===== config.mk =====
export PLATFORM = sky130hd
export DESIGN_NAME = sts_back
export DESIGN_NICKNAME = d
export VERILOG_FILES = /design/src/hw/rtl/sts_pkg.sv /design/src/hw/rtl/sts_back.sv
export VERILOG_INCLUDE_DIRS = /design/src /design/src/hw/rtl
export SDC_FILE = /design/constraint.sdc
export NUM_CORES = 1
export LEC_CHECK = 0
export ABC_AREA = 1
export BUFFER_PORTS_ARGS = -buffer_cell sky130_fd_sc_hd__clkbuf_2
export CELL_PAD_IN_SITES_DETAIL_PLACEMENT = 1
export CELL_PAD_IN_SITES_GLOBAL_PLACEMENT = 2
export CORE_UTILIZATION = 42
export DETAILED_ROUTE_END_ITERATION = 10
export GPL_ROUTABILITY_DRIVEN = 1
export PLACE_DENSITY_LB_ADDON = 0.1
export REMOVE_ABC_BUFFERS = 1
export SLEW_MARGIN = 20
export SYNTH_ARGS = -nofsm -noshare
export SYNTH_HDL_FRONTEND = slang
export SYNTH_SLANG_ARGS = --single-unit

===== constraint.sdc =====
create_clock -name clock -period 15.3 [get_ports clock]
set_input_delay 0.765 -clock clock [delete_from_list [all_inputs] [get_ports clock]]
set_output_delay 0.765 -clock clock [all_outputs]
set_load 0.01 [all_outputs]

===== src/hw/rtl/script_token_scanner_core_defines.svh =====
// Assertion macros used by the scanner back end (sts_back).
// No dependencies.
`ifndef SCRIPT_TOKEN_SCANNER_CORE_DEFINES_SVH
`define SCRIPT_TOKEN_SCANNER_CORE_DEFINES_SVH
// Property that holds when not in reset.
`define STS_ASSERT(label, prop, msg) \
   label: assert property (@(posedge clock) disable iff (reset) (prop)) else $error(msg);
// Property that holds also during reset.
`define STS_ASSERT_ALWAYS(label, prop, msg) \
   label: assert property (@(posedge clock) (prop)) else $error(msg);
`endif


===== src/hw/rtl/sts_pkg.sv =====
// Types, constants and helper functions of the script token scanner.
// No dependencies.
`default_nettype none
package sts_pkg;
   localparam int OffsetBits = 32;
   localparam int LengthBits = 16;
   localparam int LineBits   = 24;
   localparam int QueueDepth = 4;
   localparam int QueueIdxBits = 2;

   localparam logic [LengthBits-1:0] LenMax = {LengthBits{1'b1}};
   localparam logic [LineBits-1:0]   LineMax = {LineBits{1'b1}};

   localparam logic [5:0] T_END = 6'd0;
   localparam logic [5:0] T_IDENT = 6'd1;
   localparam logic [5:0] T_STRING = 6'd2;
   localparam logic [5:0] T_INT = 6'd3;
   localparam logic [5:0] T_FLOAT = 6'd4;
   localparam logic [5:0] T_KW0 = 6'd5;
   localparam logic [5:0] T_LPAREN = 6'd18;
   localparam logic [5:0] T_RPAREN = 6'd19;
   localparam logic [5:0] T_LBRACE = 6'd20;
   localparam logic [5:0] T_RBRACE = 6'd21;
   localparam logic [5:0] T_SEMI = 6'd22;
   localparam logic [5:0] T_COMMA = 6'd23;
   localparam logic [5:0] T_DOT = 6'd24;
   localparam logic [5:0] T_MINUS = 6'd25;
   localparam logic [5:0] T_MINUSEQ = 6'd26;
   localparam logic [5:0] T_ARROW = 6'd27;
   localparam logic [5:0] T_PERCENT = 6'd28;
   localparam logic [5:0] T_PLUS = 6'd30;
   localparam logic [5:0] T_SLASH = 6'd32;
   localparam logic [5:0] T_STAR = 6'd34;
   localparam logic [5:0] T_BSLASH = 6'd36;
   localparam logic [5:0] T_BANG = 6'd37;
   localparam logic [5:0] T_EQEQ = 6'd39;
   localparam logic [5:0] T_LESS = 6'd40;
   localparam logic [5:0] T_GREATER = 6'd43;
   localparam logic [5:0] T_LBRK2 = 6'd46;
   localparam logic [5:0] T_RBRK2 = 6'd47;
   localparam logic [5:0] T_AND = 6'd48;
   localparam logic [5:0] T_OR = 6'd49;
   localparam logic [5:0] T_ASSIGN = 6'd50;
   localparam logic [5:0] T_ERROR = 6'd51;

   localparam logic [1:0] E_NONE = 2'd0;
   localparam logic [1:0] E_BADCHAR = 2'd1;
   localparam logic [1:0] E_UNTERM = 2'd2;

   typedef enum logic [22:0] {
      M_IDLE     = 23'h000001,
      M_IDENT    = 23'h000002,
      M_INT      = 23'h000004,
      M_INTDOT   = 23'h000008,
      M_FLOAT    = 23'h000010,
      M_STRING   = 23'h000020,
      M_LINECMT  = 23'h000040,
      M_BLOCKCMT = 23'h000080,
      M_MINUS    = 23'h000100,
      M_MINUSEQ  = 23'h000200,
      M_LESS     = 23'h000400,
      M_GREATER  = 23'h000800,
      M_PERCENT  = 23'h001000,
      M_PLUS     = 23'h002000,
      M_SLASH    = 23'h004000,
      M_STAR     = 23'h008000,
      M_BANG     = 23'h010000,
      M_EQ       = 23'h020000,
      M_LBRACK   = 23'h040000,
      M_RBRACK   = 23'h080000,
      M_AMP      = 23'h100000,
      M_BAR      = 23'h200000,
      M_COLON    = 23'h400000
   } mode_type;

   typedef struct packed {
      logic [5:0]            token_type;
      logic [1:0]            error_kind;
      logic [OffsetBits-1:0] start_offset;
      logic [LengthBits-1:0] token_length;
      logic [LineBits-1:0]   line;
      logic                  last_of_run;
   } token_type_s_type;

   // Up to three tokens produced by one byte, packed in slots 0..count-1.
   typedef struct packed {
      logic [1:0]          count;
      token_type_s_type [2:0] tok;
   } burst_type;

   function automatic logic is_alpha(input logic [7:0] c);
      return (c >= 8'h61 && c <= 8'h7a) || (c >= 8'h41 && c <= 8'h5a) || c == 8'h5f;
   endfunction

   function automatic logic is_digit(input logic [7:0] c);
      return c >= 8'h30 && c <= 8'h39;
   endfunction

   function automatic logic [7:0] kw_char(input logic [3:0] k, input logic [2:0] p);
      logic [63:0] s;
      case (k)
         4'd0: s = "else    ";
         4'd1: s = "false   ";
         4'd2: s = "for     ";
         4'd3: s = "if      ";
         4'd4: s = "include ";
         4'd5: s = "let     ";
         4'd6: s = "print   ";
         4'd7: s = "return  ";
         4'd8: s = "true    ";
         4'd9: s = "var     ";
         4'd10: s = "wait    ";
         4'd11: s = "while   ";
         4'd12: s = "yield   ";
         default: s = 64'd0;
      endcase
      return s[63 - 8*p -: 8];
   endfunction

   function automatic logic [3:0] kw_len(input logic [3:0] k);
      case (k)
         4'd0: return 4'd4;
         4'd1: return 4'd5;
         4'd2: return 4'd3;
         4'd3: return 4'd2;
         4'd4: return 4'd7;
         4'd5: return 4'd3;
         4'd6: return 4'd5;
         4'd7: return 4'd6;
         4'd8: return 4'd4;
         4'd9: return 4'd3;
         4'd10: return 4'd4;
         4'd11: return 4'd5;
         4'd12: return 4'd5;
         default: return 4'd0;
      endcase
   endfunction

   // Next keyword candidate after byte c at position pos; 0 means none.
   // Candidates sharing a prefix are grouped, so the first match in the list
   // with the same prefix is found by comparing with the current candidate.
   function automatic logic [5:0] kw_next(input logic [5:0] cur, input logic [3:0] pos,
                                          input logic [7:0] c);
      logic [5:0] r;
      logic       same;
      logic [3:0] k;
      r = 6'd0;
      k = cur[3:0] - 4'd1;
      for (int j = 12; j >= 0; j--) begin
         if (pos == 4'd0) begin
            if (kw_char(4'(j), 3'd0) == c) r = 6'(j + 1);
         end else if (pos < 4'd8 && cur >= 6'd1 && cur <= 6'd13 && pos <= kw_len(k)
                      && kw_len(4'(j)) > pos) begin
            same = 1'b1;
            for (int p = 0; p < 7; p++)
               if (4'(p) < pos && kw_char(4'(j), 3'(p)) != kw_char(k, 3'(p))) same = 1'b0;
            if (same && kw_char(4'(j), pos[2:0]) == c) r = 6'(j + 1);
         end
      end
      return r;
   endfunction
endpackage
`default_nettype wire


===== src/hw/rtl/sts_back.sv =====
// Back end of the scanner: a short queue of token bursts that hands the
// tokens out one at a time. Depends on sts_pkg and script_token_scanner_core_defines.svh.
`default_nettype none
`include "script_token_scanner_core_defines.svh"
module sts_back (
   input  wire logic             clock,
   input  wire logic             reset,
   input  wire logic             burst_valid,
   input  wire sts_pkg::burst_type burst,
   output logic                  queue_full,
   output logic                  rsp_valid,
   input  wire logic             rsp_stall,
   output sts_pkg::token_type_s_type rsp_tok
);
   sts_pkg::burst_type q_ff [sts_pkg::QueueDepth];
   logic [sts_pkg::QueueIdxBits-1:0] wr_ff, wr_in, rd_ff, rd_in;
   logic [sts_pkg::QueueIdxBits:0]   cnt_ff, cnt_in;
   logic [1:0] sub_ff, sub_in;
   logic push, pop_tok, pop_burst, head_empty;

   assign queue_full = (cnt_ff == 3'(sts_pkg::QueueDepth));
   assign push = burst_valid && burst.count != 2'd0;
   assign head_empty = (cnt_ff == '0);
   assign rsp_valid = !head_empty;
   assign rsp_tok = q_ff[rd_ff].tok[sub_ff];
   assign pop_tok = rsp_valid && !rsp_stall;
   assign pop_burst = pop_tok && (sub_ff + 2'd1 == q_ff[rd_ff].count);

   always_comb begin
      wr_in = push ? wr_ff + 1'b1 : wr_ff;
      rd_in = pop_burst ? rd_ff + 1'b1 : rd_ff;
      sub_in = pop_burst ? 2'd0 : (pop_tok ? sub_ff + 2'd1 : sub_ff);
      cnt_in = cnt_ff + 3'(push) - 3'(pop_burst);
   end

   always_ff @(posedge clock) begin
      if (reset) begin
         wr_ff <= '0; rd_ff <= '0; cnt_ff <= '0; sub_ff <= '0;
      end else begin
         wr_ff <= wr_in; rd_ff <= rd_in; cnt_ff <= cnt_in; sub_ff <= sub_in;
      end
   end

   always_ff @(posedge clock) begin
      if (push) q_ff[wr_ff] <= burst;
   end

   `STS_ASSERT(a_no_overflow, push |-> !queue_full, "burst pushed into a full queue")
   `STS_ASSERT(a_count_range, cnt_ff <= 3'(sts_pkg::QueueDepth), "queue count out of range")
   `STS_ASSERT(a_last_on_pop, pop_burst |-> rsp_tok.last_of_run, "burst ends without last flag")
   `STS_ASSERT_ALWAYS(a_reset_empty, reset |=> !rsp_valid, "queue not empty after reset")
endmodule
`default_nettype wire


### Yosys cells after proc, flatten, opt, wreduce, memory -nomap -nowiden

Memories as Yosys holds them, arrays and structs flattened. A register that Yosys moved wholly into a read port is not among the register bits.
Cells that the tools add are included.

| operators by class | value |
|---|---|
| $add $sub $neg | 5 |
| order comparisons | 1 |
| reduce and logical (&&, ||, !) cells | 8 |
| muxes and demuxes | 6 |
| equality and inequality tests | 2 |

Operator list:

| cell | number |
|---|---|
| binary-select mux 81 bit (select 2 bit) | 1 |
| 2-to-1 mux 81 bit | 1 |
| adder 2 x 1 -> 2 bit, second input constant | 3 |
| 2-to-1 mux 2 bit | 2 |
| adder 3 x 1 -> 3 bit | 1 |
| == test 3 bit, second input constant | 1 |
| logical AND 1 bit | 3 |
| logical NOT 3 bit | 1 |
| < comparator 2 x 3 -> 1 bit, second input constant | 1 |
| subtractor 3 x 1 -> 3 bit | 1 |
| == test 2 bit | 1 |
| logical NOT 1 bit | 2 |
| 2-to-1 mux 1 bit | 2 |
| nonzero test 2 bit | 1 |
| OR reduction 2 bit | 1 |

| storage, ports and cells | value |
|---|---|
| output and inout bits | 83 |
| memories | 1 |
| word-level logic and storage cells | 27 |
| flip-flop bits (word level) | 9 |
| input bits | 249 |
| memory bits (writable) | 980 |

Memory list:

| name | depth | width | rd ports | clocked after memory_dff | wr ports | line | RTL |
|---|---|---|---|---|---|---|---|
| q_ff | 4 | 245 | 1 | 1 | 1 | sts_back.sv:15 | `sts_pkg::burst_type q_ff [sts_pkg::QueueDepth];` |

### Logic depth before layout (Yosys ltp)

Gate-level depths: netlist (run 1).

| depth | value |
|---|---|
| word-level depth | 6 |
| depth in mapped cells | 14 |
| depth with buffers taken out | 13 |

### Least setup slack after synthesis (run 1)

Ideal clock, no wire load.

| timing path | value |
|---|---|
| kind | input port to flip-flop |
| from | input port burst[244] in the netlist's numbering |
| to | memory q_ff[0][0] in the netlist's numbering (enable) |
| setup time | 0.856 ns |
| required time | 14.444 ns |
| buffers on the path | 0 |
| arrival | 11.129 ns |
| slack | 3.314 ns |
| cell stages on the path | 2 |
| cells stage by stage | o21ai_1 > nor2_1 |

| on the way | value |
|---|---|
| cells in the longest elaborated chain, start to end | 4 |

Ends and longest elaborated chain:

| item | line | RTL |
|---|---|---|
| start: declaration | sts_back.sv:9 | `input wire sts_pkg::burst_type burst,` |
| nonzero test 2 bit | sts_back.sv:22 | `assign push = burst_valid && burst.count != 2'd0;` |
| logical AND 1 bit | sts_back.sv:22 |  |
| 2-to-1 mux 1 bit | sts_back.sv:45 | `if (push) q_ff[wr_ff] <= burst;` |
| 2-to-1 mux 1 bit (implied by the code) | sts_back.sv:45 |  |
| end: declaration | sts_back.sv:15 |  |

No other way between the ends.

==> results of run 1 <==
[power by group through the flow]
stage | clock network [mW] | logic, mW | registers, mW
after floorplan | 0 | 0.561 | 3.25
after global placement | 0 | 1.03 | 3.19
after detailed placement | 0 | 1.05 | 3.19
after CTS | 2.44 | 1.06 | 3.13
after global routing | 2.53 | 1.14 | 3.14
final | 2.39 | 1.03 | 3.13
[worst paths after layout]
check | from | endpoint | slack [ns]
worst max-delay path | flop | rsp_tok[70] | 10.04
worst min-delay path | burst[217] | q_ff[3][217]$_DFFE_PP_ | 0.31
worst max register to register | flop | cnt_ff[2]$_SDFF_PP0_ | 10.60
worst min register to register | rd_ff[1]$_SDFFE_PP0P_ | flop | 0.52
[routing by layer]
metal	wire, um	vias up	part of all wire (%)	track usage, %
li1	-	11000	-	-
met1	43200	12200	42	28.0
met2	50700	498	50	37.8
met3	5640	184	5.5	5.08
met4	2630	30	2.6	7.68
met5	196	-	0.19	0
[critical path, cell delays in order (launching register included)]
cell and delay [ns]:
dfxtp_4 0.82, clkinv_8 0.59, buf_12 0.57, buf_6 0.46, o21ai_0 0.32, o22ai_1 0.10
nand2_1 0.07, nand3_1 0.11, clkbuf_2 0.18
[synthesized netlist by cell type]
| master | number |
|---|---|
| a21oi_1 | 6 |
| a31oi_1 | 1 |
| and3_1 | 1 |
| buf_1 | 1 |
| buf_2 | 59 |
| buf_4 | 6 |
| clkbuf_1 | 120 |
| clkinv_1 | 1 |
| dfxtp_1 | 11 |
| edfxtp_1 | 980 |
| fa_1 | 1 |
| ha_1 | 6 |
| inv_1 | 16 |
| inv_2 | 4 |
| nand2_1 | 263 |
| nand3_1 | 89 |
| nand3_2 | 1 |
| nor2_1 | 500 |
| nor2_2 | 3 |
| nor3_1 | 1 |
| o21ai_0 | 486 |
| o21ai_1 | 4 |
| o22ai_1 | 243 |
| or2_2 | 2 |
[layout make-up]
class / instances / area [um^2] / area share (%)
inverters: 21 / 96.3 / 0.219
repair buffers: 364 / 1970 / 4.47
well taps: 1165 / 1460 / 3.32
diodes: 15 / 37.5 / 0.0854
clock buffers: 131 / 2770 / 6.30
clock inverters: 66 / 449 / 1.02
flip-flops and latches: 991 / 29700 / 67.5
multi-input cells: 1607 / 7510 / 17.1
[sequential cells by signal (all words and copies together), names as in the netlist, named ones only]
register and count:
q_ff 980, wr_ff 2, cnt_ff 3, rd_ff 2
sub_ff 2
[per-stage QoR]
step	setup slack (ns)	utilization (%)
4_1_cts	9.53	49.3
2_1_floorplan	-3.09	-
3_3_place_gp	10.34	45.7
3_5_place_dp	10.25	45.7
5_1_grt	9.71	49.4
6_report	10.04	49.4
[kinds of logic after synthesis]
group	Yosys count	share of synthesized area, %
buffers and inverters	207	2.30
AOI/OAI and AO/OA	740	10.6
and+or+nand+nor	860	8.85
DFF	991	78.0
adders and majority gates	7	0.250
[placed cells by master (no fill, tap or decap), types with 9 or more instances in the layout]
cell	count
dfxtp_1	9
edfxtp_1	980
clkbuf_16	107
nor2_1	495
clkinv_1	39
o21ai_0	486
clkbuf_1	24
inv_1	15
nand3_1	89
buf_4	28
clkbuf_2	331
o22ai_1	243
clkinv_2	17
diode_2	15
nand2_1	263
==> qor.yml, run 1 <==
dieWidth_um: 303
p_total_mw: 6.55
rsz0062_at_grt: "no"
hold_violations: 0
design_area_um2: 43900
ys.warnings.count: 0
pwr-share-comb_pct: 15.7
start_kind: "flop"
clk_latency_ns: 0.67
gp_congestion: 0.723
grt_pass1_wl_mm: 153
place_area_um2: 40700
cts_tree: "built"
grt_max_degree: 198
viasPerCell: 5.48
clock-sinks: 991
cts-resized-gates: 0
reg2reg_depth: 14
crit_type: "reg -> out"
hold_slack_ns: 0.312
synth.yosys.seq_area_share_pct: 78.0
tightest_slew_ns: 1.26
ir_drop_mv: 0.106
overflow: 0
drc: 0
cts-root-buf: "clkbuf_16"
p_leak_nw: 15.1
cap_violations: 0
synth_top_area_share_pct: 77.5
synth_area_leader_cell: "edfxtp_1"
final.setup.tns_ns: 0
hold_class: "in -> reg"
synth_area_um2: 38000
dieArea_um2: 91700
yosys-top-cells-area: "edfxtp_1 77%, o21ai_0 6.4%, nor2_1 4.9%"
ios: 332
cts_setup_buffers: 0
grt_pass1_vias: 25800
drv_slew: 0
area_growth_pct: 15.7
intPower_mw: 4.77
die_y_um: 303
arrival_ns: 4.50
synth_cell_types: 24
switching_share_pct: 27.2
grt_usage_pct: 22.3
place_inst: 4147
fin_cells: 4360
hold-path-cell-count: 1
synth_area_per_cell_um2: 13.5
cts_hold_buf: 0
sequentialPowerShare_pct: 47.8
port_buffers: 331
min_period_ns: 5.26
synthCells: 2805
fp.coreArea_um2: 88900
htreeDepth: 3
ys_ff_latch: 991
path_max_fanout: 197
period_share_pct: 34.4
fin_nets: 3345
drive_gt1_share_pct: 16.3
initial_core_util_pct: 42.7
dr.pass1.iters: 4
skew_ns: 0.0163
drt_iter0_drc: 1430
numCtsBuffers: 104
dr_total_vias: 23900
slew_headroom_pct: 16.0
clk_pin_slew_worst_paths_ns: 0.06
drt_wl_total_mm: 102
drt-wirelength-per-cell_um: 23.5
max_freq_mhz: 190
power_density_nw_per_um2: 149
place_hpwl_mm: 54.9
antenna_found_initial: 29
fillers: 8907
ant_nets: 0
finalSetupViolCount: 0
cts.path.max_buffers: 3
crit_path_end_kind: "primary output"
p_switching_mw: 1.78
outcome: "complete, no violations"
critPathRequiredTime_ns: 14.53
num_rows: 109
clkPwrFrac_pct: 36.4
Power figures use the tool's default switching activity.
==> inputs of run 2 (changes only) <==
Settings changed: CORE_UTILIZATION 42 to 38.
Clock period 15.3 ns to 4.81 ns, I/O delays scaled along.
==> run 2 against run 1 <==
  * Wire length grew 5.2%
  * Setup slack lost 9.0 ns
  * Via count rose by 5.1%
  * Clock power rose to 3.2 times the previous value
  * Die area is 10% higher
==> qor.yml, run 2 (synthesis gave the netlist of run 1 again) <==
outcome: "complete, no violations"  # unchanged
htreeDepth: 3  # unchanged
intPower_mw: 15.4  # was 4.77 mW
area_growth_pct: 23.1  # was 15.7%
largest-register: "q_ff"  # unchanged
num_rows: 115  # was 109
path_cells: "buf_12 > buf_4 > o21ai_0 > o22ai_1 > nand2_1 > nand3_1 > clkbuf_2"  # was clkinv_8 > buf_12 > buf_6 > o21ai_0 > o22ai_1 > nand2_1 > nand3_1 > clkbuf_2
die_y_um: 318  # was 303 um
drt_wl_total_mm: 108  # was 102 mm
drive_gt1_share_pct: 15.4  # was 16.3%
p_leak_nw: 16.3  # was 15.1 nW
cts-root-buf: "clkbuf_16"  # unchanged
clk_latency_ns: 0.67  # about the same
drv_slew: 0  # unchanged
port_buffers: 331  # unchanged
overflow: 0  # unchanged
skew_ns: 0.0187  # was 0.0163 ns
crit_path_end_kind: "primary output"  # unchanged
critPathRequiredTime_ns: 4.57  # was 14.53 ns
initial_core_util_pct: 38.5  # was 42.7%
dieWidth_um: 318  # was 303 um
dr_total_vias: 25100  # was 23900
rsz0062_at_grt: "no"  # unchanged
period_share_pct: 79.1
dr.pass1.iters: 5  # was 4
ios: 332  # unchanged
power_density_nw_per_um2: 452  # was 149 nW/um^2
place_inst: 4276  # was 4147
rrSetupSlack_ns: 1.90  # was 10.60 ns
fp.coreArea_um2: 98700  # was 88900 um^2
route.met3.wl_mm: 4.34  # was 5.64 mm
top_layer: "met5"  # unchanged
route.layer.met1.wl_mm: 45.7  # was 43.2 mm
layout_commonest_cell: "edfxtp_1"  # unchanged
final_cell_mix: "980 x edfxtp_1, 495 x nor2_1, 486 x o21ai_0, 331 x clkbuf_2, 263 x nand2_1"  # unchanged
critPathSlowestCell: "buf_4"  # was dfxtp_4
cts-resized-gates: 0  # unchanged
hold_slack_ns: 0.0617  # was 0.312 ns
drt-wirelength-per-cell_um: 22.8  # was 23.5 um
drc: 0  # unchanged
hold_class: "in -> reg"  # unchanged
sequentialPowerShare_pct: 47.0  # was 47.8%
finish.utilization_pct: 47.4  # was 49.4%
start_kind: "flop"  # unchanged
arrival_ns: 3.56  # was 4.50 ns
antenna_found_initial: 17  # was 29
grt_pass1_vias: 27600  # was 25800
p_switching_mw: 5.77  # was 1.78 mW
clkPwrFrac_pct: 36.2  # was 36.4%
met2_length_mm: 55.0  # was 50.7 mm
dieArea_um2: 101000  # was 91700 um^2
switching_share_pct: 27.3  # was 27.2%
finalSetupViolCount: 0  # unchanged
fin_cells: 4718  # was 4360
clock-sinks: 991  # unchanged
hold_violations: 0  # unchanged
grt_max_degree: 215  # was 198
path_max_fanout: 129  # was 197
cap_violations: 0  # unchanged
largest_reg_flops: 980  # unchanged
place_hpwl_mm: 58.8  # was 54.9 mm
grt_pass1_wl_mm: 163  # was 153 mm
tightest_slew_ns: 1.11  # was 1.26 ns
grt_usage_pct: 21.1  # was 22.3%
min_period_ns: 3.80
critPathMaxStageDelay_ns: 0.89  # was 0.82 ns
ir_drop_mv: 0.304  # was 0.106 mV
pwr-share-comb_pct: 16.8  # was 15.7%
numCtsBuffers: 109  # was 104
drt_iter0_drc: 1251  # was 1430
cts.path.max_buffers: 3  # unchanged
max_freq_mhz: 263
ant_nets: 0  # unchanged
clk_pin_slew_worst_paths_ns: 0.05  # was 0.06 ns
slew_headroom_pct: 25.7  # was 16.0%
cts_tree: "built"  # unchanged
crit_type: "reg -> out"  # unchanged
reg_top3: "q_ff x980, cnt_ff x3"  # unchanged
viasPerCell: 5.32  # was 5.48
gp_congestion: 0.723  # about the same
fin_nets: 3603  # was 3345
[run 2: path summary, 6_finish.rpt]
kind                            cells past startpoint             startpoint               endpoint
worst min-delay path                                3            burst_valid  wr_ff[1]$_SDFFE_PP0P_
worst max register to register                     12                   flop   cnt_ff[2]$_SDFF_PP0_
worst min register to register                      2  rd_ff[0]$_SDFFE_PP0P_  rd_ff[0]$_SDFFE_PP0P_
worst max-delay path                                7                   flop            rsp_tok[44]
[run 2: per-stage QoR]
step / power, mW / TNS, ns / area [um^2] / worst slack, ns
floorplan: 12.1 / -7690.32 / 37200 / -13.58
global placement: 13.5 / 0 / 41000 / 1.80
detailed placement: 13.6 / 0 / 41000 / 1.75
CTS: 21.4 / 0 / 46700 / 0.996
global route: 22.0 / 0 / 46700 / 0.812
finish: 21.2 / 0 / 46800 / 1.01
[run 2: metal layers]
layer,vias up,GRT usage [%]
met5,-,0
met2,478,38.0
li1,11500,-
met1,12900,25.9
met3,191,3.82
met4,24,5.74
[run 2: worst max-delay path: cells and delay by family, from the launching register on]
kind                   cells  cell delay [ns]
buffers and inverters      3             1.47
AND/OR/NAND/NOR            2             0.24
AO/OA/AOI/OAI              2             0.56
flip-flops                 1             0.41
[run 2: area by class of cell]
class	count	area [um^2]
tap	1287	1610
clock buffer	133	2860
fill	9983	52000
antenna	6	15.0
sequential	991	29700
inverter	21	91.3
clock inverter	56	383
timing repair buffer	617	4620
multi-input combinational	1607	7520
[run 2: timing repair]
item,CTS,global route
hold buffers,247,0
hold endpoints to repair,991,0
buffers inserted,0,0
[run 2: power groups by stage]
stage / logic, mW / clock network [mW] / registers [mW]
after floorplan: 1.79 / 0 / 10.3
after global placement: 3.36 / 0 / 10.1
after detailed placement: 3.44 / 0 / 10.1
after CTS: 3.64 / 7.87 / 9.93
after global routing: 3.90 / 8.17 / 9.95
final: 3.56 / 7.66 / 9.93
==> inputs of run 3 (changes only) <==
Settings changed: ABC_AREA 1 to 0, CORE_UTILIZATION 38 to 42.
Clock period 4.81 ns to 3.1 ns, I/O delays scaled along.
==> run 3 against run 2 <==
  * Sequential power increased by 54%
  * Synthesized area decreased by 1.4%
  * Clock-buffer cell count decreased by 2
  * Register-to-register slack got worse by 1.7 ns
  * Sequential cell count unchanged
  * Cell count decreased by 25%
  * Combinational power increased by 26%
  * Clock power increased by 54%
  * Largest cell class unchanged
  * Design area increased by 0.19%
  * Via count decreased by 27%
  * Sequential share of layout area decreased by 0.11 points
==> qor.yml, run 3 <==
outcome: "complete, no violations"  # unchanged
dieArea_um2: 90400  # was 101000 um^2
synth_area_um2: 37500  # was 38000 um^2
synthCells: 1617  # was 2805
synth_edf_count: 980  # unchanged
intPower_mw: 23.9  # was 15.4 mW
ir_drop_mv: 0.525  # was 0.304 mV
whs_endpoint: "q_ff[2][4]$_DFFE_PP_"  # was wr_ff[1]$_SDFFE_PP0P_
overflow: 0  # unchanged
crit_type: "reg -> out"  # unchanged
cts_tree: "built"  # unchanged
synthTopCellsByCount: "980 x edfxtp_1, 245 x mux4_2, 86 x nand2_1"  # was 980 x edfxtp_1, 500 x nor2_1, 486 x o21ai_0
synth_area_leader_cell: "edfxtp_1"  # unchanged
area_growth_pct: 25.1  # was 23.1%
port_buffers: 331  # unchanged
cts_setup_buffers: 0  # unchanged
crit_path_end_kind: "primary output"  # unchanged
viasPerCell: 5.22  # was 5.32
cap_violations: 0  # unchanged
clkPwrFrac_pct: 37.3  # was 36.2%
reg2reg_depth: 10  # was 12
slew_headroom_pct: 35.5  # was 25.7%
place_hpwl_mm: 49.0  # was 58.8 mm
fin_cells: 3527  # was 4718
drt-wirelength-per-cell_um: 24.5  # was 22.8 um
synth_top_area_share_pct: 78.6  # was 77.5%
rrSetupSlack_ns: 0.24  # was 1.90 ns
multiInputGateArea_um2: 7450  # was 7520 um^2
period_share_pct: 95.3
ys.warnings.count: 0  # unchanged
ios: 332  # unchanged
worst_slack_ns: 0.146  # was 1.01 ns
layout_commonest_cell: "edfxtp_1"  # unchanged
place_inst: 3082  # was 4276
synth_most_common_cell: "edfxtp_1"  # unchanged
grt_usage_pct: 19.4  # was 21.1%
ant_nets: 0  # unchanged
skew_ns: 0.0249  # was 0.0187 ns
final_cell_mix: "980 x edfxtp_1, 331 x clkbuf_2, 249 x dlygate4sd3_1, 245 x mux4_2, 105 x clkbuf_16"  # was 980 x edfxtp_1, 495 x nor2_1, 486 x o21ai_0, 331 x clkbuf_2, 263 x nand2_1
hold_class: "in -> reg"  # unchanged
largest-register: "q_ff"  # unchanged
die_y_um: 301  # was 318 um
fin_nets: 2530  # was 3603
async_reset_ff_share_pct: 0  # unchanged
dr.pass1.iters: 5  # unchanged
arrival_ns: 2.80  # was 3.56 ns
pre_cts_ws_ns: 0.228  # was 1.75 ns
hold_violations: 0  # unchanged
fp.coreArea_um2: 88400  # was 98700 um^2
finalSetupViolCount: 0  # unchanged
min_period_ns: 2.95
numCtsBuffers: 105  # was 109
drv_slew: 0  # unchanged
place_area_um2: 41000  # about the same
dr_total_vias: 18400  # was 25100
start_kind: "flop"  # unchanged
grt_pass1_vias: 20400  # was 27600
grt_pass1_wl_mm: 130  # was 163 mm
antenna_found_initial: 14  # was 17
fillers: 7827  # was 9983
sequentialPowerShare_pct: 48.5  # was 47.0%
synth_cell_types: 27  # was 24
ys_ff_latch: 991  # unchanged
drt_iter0_drc: 874  # was 1251
seq_area_um2: 29700  # about the same
hold-path-cell-count: 2  # was 3
p_switching_mw: 7.67  # was 5.77 mW
rsz0062_at_grt: "yes"  # was no
clock-sinks: 991  # unchanged
synth_area_per_cell_um2: 23.2  # was 13.5 um^2
rr_endpoint: "cnt_ff[2]$_SDFF_PP0_"  # unchanged
clk_pin_slew_worst_paths_ns: 0.06  # was 0.05 ns
drc: 0  # unchanged
drive_gt1_share_pct: 33.0  # was 15.4%
max_freq_mhz: 339
cts-root-buf: "clkbuf_16"  # unchanged
p_leak_nw: 15.2  # was 16.3 nW
reg_top3: "q_ff x980, cnt_ff x3"  # unchanged
clk_latency_ns: 0.68  # was 0.67 ns
htreeDepth: 3  # unchanged
p_total_mw: 31.6  # was 21.2 mW
path_max_fanout: 69  # was 129
final.setup.tns_ns: 0  # unchanged
tightest_slew_ns: 0.967  # was 1.11 ns
design_area_um2: 46800  # about the same
drt_wl_total_mm: 86.5  # was 108 mm
yosys-top-cells-area: "edfxtp_1 79%, mux4_2 15%, mux2i_1 2.2%"  # was edfxtp_1 77%, o21ai_0 6.4%, nor2_1 4.9%
synth_ff_type: "edfxtp_1"  # unchanged
pwr-share-comb_pct: 14.2  # was 16.8%
critPathRequiredTime_ns: 2.94  # was 4.57 ns
dieWidth_um: 301  # was 318 um
cts.path.max_buffers: 3  # unchanged
synth.yosys.seq_area_share_pct: 79.1  # was 78.0%
switching_share_pct: 24.3  # was 27.3%
initial_core_util_pct: 42.4  # was 38.5%
num_rows: 109  # was 115
power_density_nw_per_um2: 675  # was 452 nW/um^2
hold_start: "burst[4]"  # was burst_valid
largest_reg_flops: 980  # unchanged
gp_congestion: 0.722  # was 0.723
grt_max_degree: 136  # was 215
[run 3: critical path, cell delays in order (launching register included)]
cell and delay (ns):
dfxtp_4 0.66, buf_12 0.48, mux2i_1 0.17, o21ai_1 0.31
clkbuf_2 0.19
[run 3: how the worst max path moves through the flow]
stage	cells past startpoint	start	endpoint	slack, ns
floorplan	10	flop	cnt_ff[2]$_SDFF_PP0_	-9.72
global placement	6	flop	rsp_tok[67]	0.24
detailed placement	6	flop	rsp_tok[78]	0.23
CTS	5	flop	rsp_tok[33]	0.03
global route	5	flop	rsp_tok[33]	-0.02
finish	4	sub_ff[1]$_SDFFE_PP0P_	rsp_tok[20]	0.15
[run 3: cells by family (layout without fill, tap and decap cells)]
group | Yosys count | count (layout) | synth area share [%]
AOI/OAI and AO/OA | 84 | 84 | 1.13
xor gates and xnor gates | 5 | 5 | 0.167
adders and majority gates | 7 | 7 | 0.254
buffers and inverters | 90 | 831 | 1.02
DFF | 991 | 991 | 79.1
muxes | 331 | 331 | 17.1
other | 0 | 4 | 0
and+or+nand+nor | 109 | 109 | 1.21
[run 3: through the flow]
| stage | utilization [%] | hold slack [ns] |
|---|---|---|
| finish | 53.0 | 0.238 |
| global route | 53.0 | 0.210 |
| CTS | 53.0 | 0.168 |
| detailed placement | 46.4 | 0.375 |
| global placement | 46.4 | 0.366 |
| floorplan | - | 0.224 |
[run 3: power groups by stage]
stage	clock network [mW]	logic (mW)	registers (mW)
2_1_floorplan	0	2.51	16.0
3_3_place_gp	0	4.24	15.6
3_5_place_dp	0	4.31	15.6
4_1_cts	12.1	4.67	15.3
5_1_grt	12.5	4.89	15.4
6_report	11.8	4.50	15.3
[run 3: final cells by class]
class	instances	share of cell area [%]
diodes	4	0.0214
multi-input cells	536	15.9
repair buffers	631	10.7
clock inverters	60	1.05
clock buffers	131	5.82
inverters	9	0.0721
flip-flops and latches	991	63.3
well taps	1165	3.11
[run 3: per-layer routing]
metal	wire [um]	track usage, %	share of wire, %	up-vias
met1	36100	25.0	42	9745
met2	44800	33.7	52	349
met3	3620	4.04	4.2	135
met4	1790	4.75	2.1	18
li1	-	-	-	8152
met5	112	0	0.13	-
[run 3: repair_timing]
action / CTS / global route
hold endpoints to repair: 991 / 0
hold buffers: 249 / 0
cloned: 1 / 0
resized for setup: 12 / 1
setup endpoints to repair: 50 / 9
pin swaps: 0 / 0
